**src/hdl/afrp_pkg.sv**
```systemverilog
`timescale 1ns / 1ps
package afrp_pkg;

    localparam int unsigned COUNT_W   = 17;
    localparam int unsigned OFFSET_W  = 16;
    localparam int unsigned Q_DEPTH   = 2;

    localparam logic [COUNT_W-1:0] COUNT_MAX = {COUNT_W{1'b1}};

    localparam logic [7:0] CHECKSUM_GOOD = 8'hFF;

    // configuration register indexes
    typedef enum logic [1:0] {
        REG_START_DELIM = 2'd0,
        REG_AT_TYPE     = 2'd1,
        REG_SMS_TYPE    = 2'd2,
        REG_MESH_TYPE   = 2'd3
    } t_reg_idx;

    typedef enum logic [1:0] {
        CLASS_UNKNOWN = 2'd0,
        CLASS_AT      = 2'd1,
        CLASS_SMS     = 2'd2,
        CLASS_MESH    = 2'd3
    } t_class;

    typedef enum logic [3:0] {
        K_DELIM    = 4'd0,
        K_LENGTH   = 4'd1,
        K_TYPE     = 4'd2,
        K_ID       = 4'd3,
        K_ATCMD    = 4'd4,
        K_ATSTATUS = 4'd5,
        K_PARAM    = 4'd6,
        K_PHONE    = 4'd7,
        K_SMS      = 4'd8,
        K_ADDR     = 4'd9,
        K_RESERVED = 4'd10,
        K_OPTIONS  = 4'd11,
        K_DATA     = 4'd12,
        K_CHECKSUM = 4'd13,
        K_OTHER    = 4'd14
    } t_kind;

    typedef enum logic [2:0] {
        ST_OK        = 3'd0,
        ST_BAD_DELIM = 3'd1,
        ST_BAD_LEN   = 3'd2,
        ST_BAD_SUM   = 3'd3,
        ST_BAD_TYPE  = 3'd4,
        ST_SHORT     = 3'd5
    } t_status;

    // classified byte handed from front to back
    typedef struct packed {
        logic [7:0]          data;
        t_kind               kind;
        logic [OFFSET_W-1:0] offset;
        logic                last;
        logic                delim_chk;
        logic                sum_en;
        logic                len_bad;
        logic                type_unknown;
        logic                too_short;
    } t_item;

endpackage

```
**src/hdl/afrp_front.sv**
```systemverilog
`timescale 1ns / 1ps
module afrp_front
    import afrp_pkg::*;
(
    input  logic        i_clk,
    input  logic        i_rst_n,
    input  logic        i_accept,
    input  logic [7:0]  i_byte,
    input  logic        i_last,
    input  logic [7:0]  i_at_type,
    input  logic [7:0]  i_sms_type,
    input  logic [7:0]  i_mesh_type,
    output t_item       o_item,
    output logic        o_at_start
);

    logic [COUNT_W-1:0]  r_count, n_count;
    logic [15:0]         r_len, n_len;
    t_class              r_class, n_class;

    t_class              w_new_class;
    t_class              w_cls;
    t_kind               w_kind;
    logic [4:0]          w_base;
    logic                w_zero_off;
    logic [COUNT_W-1:0]  w_off_full;
    logic [4:0]          w_need_m1;

    always_comb begin
        if (i_byte == i_at_type) begin
            w_new_class = CLASS_AT;
        end else if (i_byte == i_sms_type) begin
            w_new_class = CLASS_SMS;
        end else if (i_byte == i_mesh_type) begin
            w_new_class = CLASS_MESH;
        end else begin
            w_new_class = CLASS_UNKNOWN;
        end
    end

    assign w_cls = (r_count == COUNT_W'(3)) ? w_new_class : r_class;

    // field tag and the position where the field starts
    always_comb begin
        w_kind     = K_OTHER;
        w_base     = 5'd4;
        w_zero_off = 1'b0;
        if (r_count == '0) begin
            w_kind = K_DELIM;
            w_base = 5'd0;
        end else if (r_count <= COUNT_W'(2)) begin
            w_kind = K_LENGTH;
            w_base = 5'd1;
        end else if (r_count == COUNT_W'(3)) begin
            w_kind = K_TYPE;
            w_base = 5'd3;
        end else if (i_last) begin
            w_kind     = K_CHECKSUM;
            w_zero_off = 1'b1;
        end else begin
            case (r_class)
                CLASS_AT: begin
                    if (r_count == COUNT_W'(4)) begin
                        w_kind = K_ID;       w_base = 5'd4;
                    end else if (r_count <= COUNT_W'(6)) begin
                        w_kind = K_ATCMD;    w_base = 5'd5;
                    end else if (r_count == COUNT_W'(7)) begin
                        w_kind = K_ATSTATUS; w_base = 5'd7;
                    end else begin
                        w_kind = K_PARAM;    w_base = 5'd8;
                    end
                end
                CLASS_SMS: begin
                    if (r_count <= COUNT_W'(23)) begin
                        w_kind = K_PHONE;    w_base = 5'd4;
                    end else begin
                        w_kind = K_SMS;      w_base = 5'd24;
                    end
                end
                CLASS_MESH: begin
                    if (r_count <= COUNT_W'(11)) begin
                        w_kind = K_ADDR;     w_base = 5'd4;
                    end else if (r_count <= COUNT_W'(13)) begin
                        w_kind = K_RESERVED; w_base = 5'd12;
                    end else if (r_count == COUNT_W'(14)) begin
                        w_kind = K_OPTIONS;  w_base = 5'd14;
                    end else begin
                        w_kind = K_DATA;     w_base = 5'd15;
                    end
                end
                default: begin
                    w_kind = K_OTHER;        w_base = 5'd4;
                end
            endcase
        end
    end

    assign w_off_full = r_count - COUNT_W'(w_base);

    always_comb begin
        case (w_cls)
            CLASS_AT:  w_need_m1 = 5'd8;
            CLASS_SMS: w_need_m1 = 5'd23;
            default:   w_need_m1 = 5'd15;
        endcase
    end

    always_comb begin
        o_item.data   = i_byte;
        o_item.kind   = w_kind;
        o_item.last   = i_last;
        if (w_zero_off) begin
            o_item.offset = '0;
        end else if (w_off_full[COUNT_W-1]) begin
            o_item.offset = {OFFSET_W{1'b1}};
        end else begin
            o_item.offset = w_off_full[OFFSET_W-1:0];
        end
        o_item.delim_chk    = (r_count == '0);
        o_item.sum_en       = (r_count >= COUNT_W'(3));
        // length field must equal byte count minus four
        o_item.len_bad      = (r_count < COUNT_W'(3)) ||
                              ((r_count - COUNT_W'(3)) != {1'b0, r_len});
        o_item.type_unknown = (w_cls == CLASS_UNKNOWN);
        o_item.too_short    = (r_count < COUNT_W'(w_need_m1));
    end

    always_comb begin
        n_count = r_count;
        n_len   = r_len;
        n_class = r_class;
        if (i_accept) begin
            if (r_count == COUNT_W'(1)) begin
                n_len = {i_byte, r_len[7:0]};
            end else if (r_count == COUNT_W'(2)) begin
                n_len = {r_len[15:8], i_byte};
            end
            if (r_count == COUNT_W'(3)) begin
                n_class = w_new_class;
            end
            if (i_last) begin
                n_count = '0;
                n_len   = '0;
                n_class = CLASS_UNKNOWN;
            end else if (r_count != COUNT_MAX) begin
                n_count = r_count + COUNT_W'(1);
            end
        end
    end

    always_ff @(posedge i_clk) begin
        if (!i_rst_n) begin
            r_count <= '0;
            r_len   <= '0;
            r_class <= CLASS_UNKNOWN;
        end else begin
            r_count <= n_count;
            r_len   <= n_len;
            r_class <= n_class;
        end
    end

    assign o_at_start = (r_count == '0);

endmodule

```
**src/hdl/afrp_queue.sv**
```systemverilog
`timescale 1ns / 1ps
module afrp_queue
    import afrp_pkg::*;
(
    input  logic  i_clk,
    input  logic  i_rst_n,
    input  logic  i_push,
    input  t_item i_item,
    input  logic  i_pop,
    output t_item o_item,
    output logic  o_valid,
    output logic  o_full
);

    localparam int unsigned PTR_W = (Q_DEPTH > 1) ? $clog2(Q_DEPTH) : 1;
    localparam int unsigned CNT_W = $clog2(Q_DEPTH + 1);

    t_item              r_mem [Q_DEPTH];
    logic [PTR_W-1:0]   r_wr, n_wr;
    logic [PTR_W-1:0]   r_rd, n_rd;
    logic [CNT_W-1:0]   r_cnt, n_cnt;

    assign o_valid = (r_cnt != '0);
    assign o_full  = (r_cnt == CNT_W'(Q_DEPTH));
    assign o_item  = r_mem[r_rd];

    function automatic logic [PTR_W-1:0] ptr_inc(input logic [PTR_W-1:0] p);
        ptr_inc = (p == PTR_W'(Q_DEPTH - 1)) ? '0 : p + PTR_W'(1);
    endfunction

    always_comb begin
        n_wr  = r_wr;
        n_rd  = r_rd;
        n_cnt = r_cnt;
        if (i_push) begin
            n_wr = ptr_inc(r_wr);
        end
        if (i_pop) begin
            n_rd = ptr_inc(r_rd);
        end
        if (i_push && !i_pop) begin
            n_cnt = r_cnt + CNT_W'(1);
        end else if (!i_push && i_pop) begin
            n_cnt = r_cnt - CNT_W'(1);
        end
    end

    always_ff @(posedge i_clk) begin
        if (!i_rst_n) begin
            r_wr  <= '0;
            r_rd  <= '0;
            r_cnt <= '0;
        end else begin
            r_wr  <= n_wr;
            r_rd  <= n_rd;
            r_cnt <= n_cnt;
        end
    end

    always_ff @(posedge i_clk) begin
        if (i_push) begin
            r_mem[r_wr] <= i_item;
        end
    end

endmodule

```
**src/hdl/afrp_back.sv**
```systemverilog
`timescale 1ns / 1ps
module afrp_back
    import afrp_pkg::*;
(
    input  logic                i_clk,
    input  logic                i_rst_n,
    input  t_item               i_item,
    input  logic                i_valid,
    output logic                o_pop,
    input  logic [7:0]          i_start_delim,
    output logic                o_valid,
    input  logic                i_ready,
    output logic [7:0]          o_data,
    output t_kind               o_kind,
    output logic [OFFSET_W-1:0] o_offset,
    output logic                o_last,
    output t_status             o_status
);

    logic                r_valid, n_valid;
    logic                r_delim_ok, n_delim_ok;
    logic [7:0]          r_sum, n_sum;
    logic [7:0]          r_data;
    t_kind               r_kind;
    logic [OFFSET_W-1:0] r_offset;
    logic                r_last;
    t_status             r_status;

    logic                w_delim_ok;
    logic [7:0]          w_sum;
    t_status             w_status;

    assign o_pop = i_valid && (!r_valid || i_ready);

    assign w_delim_ok = i_item.delim_chk ? (i_item.data == i_start_delim) : r_delim_ok;
    assign w_sum      = i_item.sum_en ? (r_sum + i_item.data) : r_sum;

    always_comb begin
        if (!i_item.last) begin
            w_status = ST_OK;
        end else if (!w_delim_ok) begin
            w_status = ST_BAD_DELIM;
        end else if (i_item.len_bad) begin
            w_status = ST_BAD_LEN;
        end else if (w_sum != CHECKSUM_GOOD) begin
            w_status = ST_BAD_SUM;
        end else if (i_item.type_unknown) begin
            w_status = ST_BAD_TYPE;
        end else if (i_item.too_short) begin
            w_status = ST_SHORT;
        end else begin
            w_status = ST_OK;
        end
    end

    always_comb begin
        n_valid    = r_valid;
        n_delim_ok = r_delim_ok;
        n_sum      = r_sum;
        if (o_pop) begin
            n_valid = 1'b1;
            if (i_item.last) begin
                n_delim_ok = 1'b0;
                n_sum      = '0;
            end else begin
                n_delim_ok = w_delim_ok;
                n_sum      = w_sum;
            end
        end else if (i_ready) begin
            n_valid = 1'b0;
        end
    end

    always_ff @(posedge i_clk) begin
        if (!i_rst_n) begin
            r_valid    <= 1'b0;
            r_delim_ok <= 1'b0;
            r_sum      <= '0;
        end else begin
            r_valid    <= n_valid;
            r_delim_ok <= n_delim_ok;
            r_sum      <= n_sum;
        end
    end

    always_ff @(posedge i_clk) begin
        if (o_pop) begin
            r_data   <= i_item.data;
            r_kind   <= i_item.kind;
            r_offset <= i_item.offset;
            r_last   <= i_item.last;
            r_status <= w_status;
        end
    end

    assign o_valid  = r_valid;
    assign o_data   = r_data;
    assign o_kind   = r_kind;
    assign o_offset = r_offset;
    assign o_last   = r_last;
    assign o_status = r_status;

endmodule

```
**src/hdl/api_frame_receive_parser_unit.sv**
```systemverilog
`timescale 1ns / 1ps
// channel   direction  payload
// s_axis    in         tdata[7:0] rx_byte, tlast frame_end
// m_axis    out        tdata[7:0] data_byte, tdata[23:8] field_offset,
//                      tdata[26:24] frame_status, tuser[3:0] field_kind, tlast frame_last
// cfg       in         i_cfg_we, i_cfg_addr (register index), i_cfg_wdata
//
// one byte per cycle while m_axis_tready is high; a taken byte is queued, then registered
// the front tags each byte with its field as it arrives, a two-entry queue feeds
// the back, which keeps the checksum and delimiter check and holds the output register
// s_axis_tready drops only when the queue is full, i.e. after the output stalls
// reset (synchronous, active low) clears the frame state and restores register defaults
module api_frame_receive_parser_unit
    import afrp_pkg::*;
(
    input  logic        i_clk,
    input  logic        i_rst_n,
    input  logic        s_axis_tvalid,
    output logic        s_axis_tready,
    input  logic [7:0]  s_axis_tdata,   // [7:0] rx_byte
    input  logic        s_axis_tlast,
    output logic        m_axis_tvalid,
    input  logic        m_axis_tready,
    output logic [31:0] m_axis_tdata,   // [7:0] data_byte, [23:8] field_offset,
                                        // [26:24] frame_status
    output logic [3:0]  m_axis_tuser,   // [3:0] field_kind
    output logic        m_axis_tlast,
    input  logic        i_cfg_we,
    input  logic [1:0]  i_cfg_addr,
    input  logic [7:0]  i_cfg_wdata
);

    logic [7:0]          r_start_delim;
    logic [7:0]          r_at_type;
    logic [7:0]          r_sms_type;
    logic [7:0]          r_mesh_type;

    logic                w_in_acc;
    t_item               w_front_item;
    t_item               w_q_item;
    logic                w_q_valid;
    logic                w_q_pop;
    logic                w_at_start;
    logic                w_q_full;
    t_kind               w_kind;
    t_status             w_status;
    logic [OFFSET_W-1:0] w_offset;
    logic [7:0]          w_data;

    always_ff @(posedge i_clk) begin
        if (!i_rst_n) begin
            r_start_delim <= 8'h7E;
            r_at_type     <= 8'h88;
            r_sms_type    <= 8'h9F;
            r_mesh_type   <= 8'h90;
        end else if (i_cfg_we) begin
            case (t_reg_idx'(i_cfg_addr))
                REG_START_DELIM: r_start_delim <= i_cfg_wdata;
                REG_AT_TYPE:     r_at_type     <= i_cfg_wdata;
                REG_SMS_TYPE:    r_sms_type    <= i_cfg_wdata;
                REG_MESH_TYPE:   r_mesh_type   <= i_cfg_wdata;
                default: ;
            endcase
        end
    end

    assign s_axis_tready = !w_q_full;
    assign w_in_acc      = s_axis_tvalid && s_axis_tready;

    afrp_front u_front (
        .i_clk       (i_clk),
        .i_rst_n     (i_rst_n),
        .i_accept    (w_in_acc),
        .i_byte      (s_axis_tdata),
        .i_last      (s_axis_tlast),
        .i_at_type   (r_at_type),
        .i_sms_type  (r_sms_type),
        .i_mesh_type (r_mesh_type),
        .o_item      (w_front_item),
        .o_at_start  (w_at_start)
    );

    afrp_queue u_queue (
        .i_clk   (i_clk),
        .i_rst_n (i_rst_n),
        .i_push  (w_in_acc),
        .i_item  (w_front_item),
        .i_pop   (w_q_pop),
        .o_item  (w_q_item),
        .o_valid (w_q_valid),
        .o_full  (w_q_full)
    );

    afrp_back u_back (
        .i_clk         (i_clk),
        .i_rst_n       (i_rst_n),
        .i_item        (w_q_item),
        .i_valid       (w_q_valid),
        .o_pop         (w_q_pop),
        .i_start_delim (r_start_delim),
        .o_valid       (m_axis_tvalid),
        .i_ready       (m_axis_tready),
        .o_data        (w_data),
        .o_kind        (w_kind),
        .o_offset      (w_offset),
        .o_last        (m_axis_tlast),
        .o_status      (w_status)
    );

    assign m_axis_tdata = {5'd0, w_status, w_offset, w_data};
    assign m_axis_tuser = w_kind;

    // a frame end always returns the front to the delimiter position
    assert property (@(posedge i_clk) disable iff (!i_rst_n)
        (w_in_acc && s_axis_tlast) |=> w_at_start)
        else $error("front did not restart after frame end");

    // status is only reported on the final byte
    assert property (@(posedge i_clk) disable iff (!i_rst_n)
        (m_axis_tvalid && !m_axis_tlast) |-> (w_status == ST_OK))
        else $error("status on a non-final byte");

    // checksum tag only appears on a final byte
    assert property (@(posedge i_clk) disable iff (!i_rst_n)
        (m_axis_tvalid && (w_kind == K_CHECKSUM)) |-> m_axis_tlast)
        else $error("checksum tag on a non-final byte");

    // the queue never fills while the output side is draining
    assert property (@(posedge i_clk) disable iff (!i_rst_n)
        ($past(m_axis_tready) && $past(!w_q_full)) |-> !w_q_full)
        else $error("queue filled while output was ready");

endmodule
```
**config.mk**
```make
export PLATFORM = sky130hd
export DESIGN_NAME = api_frame_receive_parser_unit
export DESIGN_NICKNAME = d
export VERILOG_FILES = /design/src/hdl/afrp_pkg.sv /design/src/hdl/afrp_front.sv /design/src/hdl/afrp_queue.sv /design/src/hdl/afrp_back.sv /design/src/hdl/api_frame_receive_parser_unit.sv
export SDC_FILE = /design/constraint.sdc
export NUM_CORES = 1
export LEC_CHECK = 0
export BUFFER_PORTS_ARGS = -buffer_cell sky130_fd_sc_hd__buf_2
export CORE_MARGIN = 5
export CORE_UTILIZATION = 55
export CTS_CLUSTER_DIAMETER = 120
export DETAILED_ROUTE_END_ITERATION = 8
export MAX_ROUTING_LAYER = met4
export PLACE_DENSITY_LB_ADDON = 0.2
export SYNTH_ARGS = -nofsm -noshare
export SYNTH_HDL_FRONTEND = slang
export SYNTH_HIERARCHICAL = 1
export SYNTH_SLANG_ARGS = --single-unit
```
**constraint.sdc**
```tcl
create_clock -name i_clk -period 4.2 [get_ports i_clk]
set_input_delay 0.84 -clock i_clk [delete_from_list [all_inputs] [get_ports i_clk]]
set_output_delay 0.84 -clock i_clk [all_outputs]
set_load 0.02 [all_outputs]
```
==> out/metrics.csv <==
metric,value,unit
P per Cell Area,499.8,nW/um2
unrepaired setup endpoints after global routing,no,
endpoints failing setup,0,
status,"complete, no violations",
"CTS clk-pin slew, worst paths",70,ps
min-delay worst type,flip-flop to flip-flop,
crit share post-route,95.16,%
Site Rows,48,
post-synth cell types,81,
Register-to-Register Path Depth,13,
Mapped Area,9527,um2
grt total ovfl,0,
share of cells above drive strength 1,19.40,%
"Async S/R FF share, synth",0,%
Area Overhead vs Synth,10.81,%
Worst Path Max Fanout,12,
crit path kind,flip-flop to flip-flop,
Final ANT Viol Nets,0,
IO Port Bufs,57,
"EDFF count, synth",100,
clock skew,13.60,ps
met3 WL,1.027,mm
"Primary FF master, synth",edfxtp_1,
DRT Pass-1 Iters,5,
die height,141.6,um
Tmin final,3997,ps
Met2 Routed Length,10.44,mm
vias per cell,5.962,
Clock Path Buffers,2,
fmax,250.2,MHz
Sum Neg Setup Slack,0,ps
DRT iter0 DRCs,673,
met1 wire length,10.52,mm
total wire length,22.41,mm
Finished Layout Cells,1158,
required time worst endpoint,4340,ps
clock sink count,182,
sequential area share after synthesis,48.75,%
TritonCTS Buffers,17,
I/O pin count,63,
synthesis-stage register bit count,182,
gr usage total,23.36,%
Critical Path AT,4140,ps
Peak supply drop,317.1,uV
Critical Path Sink Type,flip-flop,
htree depth,4,
Leak Pwr,0.004075,uW
Worst Tran Pin Value,881.1,ps
Die Wd,141.6,um
max-slew violations,0,
clock root cell,clkbuf_16,
Synth Area per Inst,10.83,um2
first-pass GRT wire length,36.05,mm
Yosys warnings,6,
highest routing layer actually used,met4,
initial antenna violation count,0,
DIE AREA,20050,um2
vias,6904,
Worst-Skew Late Latency,440,ps
TritonCTS clock tree,built,
startpoint types,flip-flop,
placed cell count,1126,
vias in the first global route,6815,
Initial Utilization,55.66,%
final hold violation count,0,
core area,17120,um2
Hold Buf Count CTS,0,
Mapped Cells,880,
Worst Hold Depth,2,
Slew HR,40.77,%
routed len/inst,19.35,um
largest net degree at the start of global routing,45,
Nets,968,
Routability Congestion,0.9518,
diode count,0,
Remaining DRCs,0,
HPWL after detailed placement,16.39,mm
Max Cap Violations,0,
layout make-up:
| type | instances | area [um2] |
|---|---|---|
| fillers | 1369 | 6560 |
| flip-flops and latches | 182 | 4644 |
| multi-input cells | 605 | 4417 |
| repair buffers | 90 | 533.0 |
| clock buffers | 19 | 454.2 |
| well taps | 225 | 281.5 |
| clock inverters | 13 | 136.4 |
| inverters | 24 | 90.09 |
cell families after synthesis:
logic type	after synthesis	share of synthesized area (%)
xor+xnor	74	6.803
buf+inv	97	5.109
other cells	1	0.03936
mux	68	7.631
fa+ha+maj	24	3.310
simple gates	269	16.31
flops	182	48.75
compound gates	165	12.04
state kept, by name (all words and copies together) (netlist names), 3 cells and up, named ones only:
name and count:
u_back/o_offset 16, u_queue/r_mem 68, u_back/r_sum 8, r_at_type 8
r_mesh_type 8, r_sms_type 8, r_start_delim 8, u_front/r_count 17
u_back/o_data 8, u_back/o_kind 4, u_back/o_status 3, u_front/r_len 16
metrics by stage:
stage	instance area [um2]	power, uW	util (%)	hold slack, ps	setup slack, ps
5_1_grt	10560	5524	61.67	485.9	56.46
3_5_place_dp	9962	3741	58.20	464.5	182.0
2_1_floorplan	9542	3365	-	446.3	44.57
3_3_place_gp	9962	3679	58.20	456.1	290.0
6_report	10560	5276	61.67	470.4	203.3
4_1_cts	10550	5314	61.65	477.3	165.1
placed cells by master, fill, tap and decap left out, drive strengths merged, types with 4 or more instances in the layout:
master  instances
nor2b          31
xnor2          32
nand2b          9
conb            5
o21ai          29
mux2           37
o31ai           4
nor2           43
clkinv          6
o211ai          6
nor4           17
a22oi           9
a21boi          4
a31oi          12
a21oi          32
mux2i          31
a21o            7
xor2           42
nand3          15
or4             9
a211oi          5
dfxtp          82
and2            7
nand4b          5
nor3           22
edfxtp        100
and4            6
clkbuf         19
or3            17
nor3b           4
a22o           16
inv            29
nand3b          8
buf            90
ha             22
o21a            7
nand2          54
nand4           6
worst max-delay path, stage by stage, from the launching register on:
cell	delay (ps)
dfxtp_1	400
or4_1	610
or4_4	550
or2_0	290
and4b_1	180
o21a_1	170
ha_1	210
fa_1	410
nor2b_1	170
o31a_1	170
nor4_1	70
xnor2_1	150
buf_4	210
a31oi_1	130
per-layer routing:
metal  up-vias  track usage [%]
met3        38            3.236
met1      3374            32.38
met5         -                -
li1       3301                -
met2       191            35.62
met4         0            7.879
where the power goes:
group / total, uW / switching (uW) / internal [uW]
registers: 2380 / 102 / 2280
clock network: 1580 / 708 / 870
logic: 1310 / 831 / 484
synth_stat cells, types with 4 or more instances:
library cell	instances	area share [%]
nand2_1	54	2.1
xor2_1	42	3.9
mux2i_1	31	3.3
nand4_1	6	0.39
nor2b_1	31	2.0
nor3_1	19	1.0
mux2_2	37	4.4
dfxtp_1	82	17
a22o_1	16	1.5
nor2_1	43	1.7
a22oi_1	9	0.71
o211ai_1	6	0.47
edfxtp_1	100	32
or4_1	7	0.55
and2_1	7	0.46
ha_1	22	2.9
a21oi_1	32	1.7
xnor2_1	32	2.9
nand4b_1	5	0.46
buf_4	19	1.5
nand2b_1	9	0.59
or3_1	17	1.1
and4_1	5	0.46
o31ai_1	4	0.32
o21a_1	7	0.55
clkbuf_1	34	1.3
nand3b_1	8	0.63
a31oi_1	12	0.79
buf_6	5	0.59
a21o_1	7	0.55
buf_1	4	0.16
buf_2	11	0.58
nor4_1	15	0.99
nand3_1	14	0.74
inv_1	23	0.91
o21ai_0	28	1.5
a211oi_1	5	0.39
path summary, 6_finish.rpt:
kind / from / end / slack [ps]
setup / recovery: u_front/r_count[5] / u_queue/r_mem[0][21] / 200
setup reg to reg: u_front/r_count[5] / u_queue/r_mem[0][21] / 200
hold / removal: r_at_type[4] / r_at_type[4] / 470
hold reg to reg: r_at_type[4] / r_at_type[4] / 470
repair_timing:
item / CTS / global route
setup buffers: 0 / 0
hold endpoints to repair: 0 / 0
setup endpoints to repair: 0 / 24
resized for setup: 0 / 1
(Power assumes the default switching activity.)
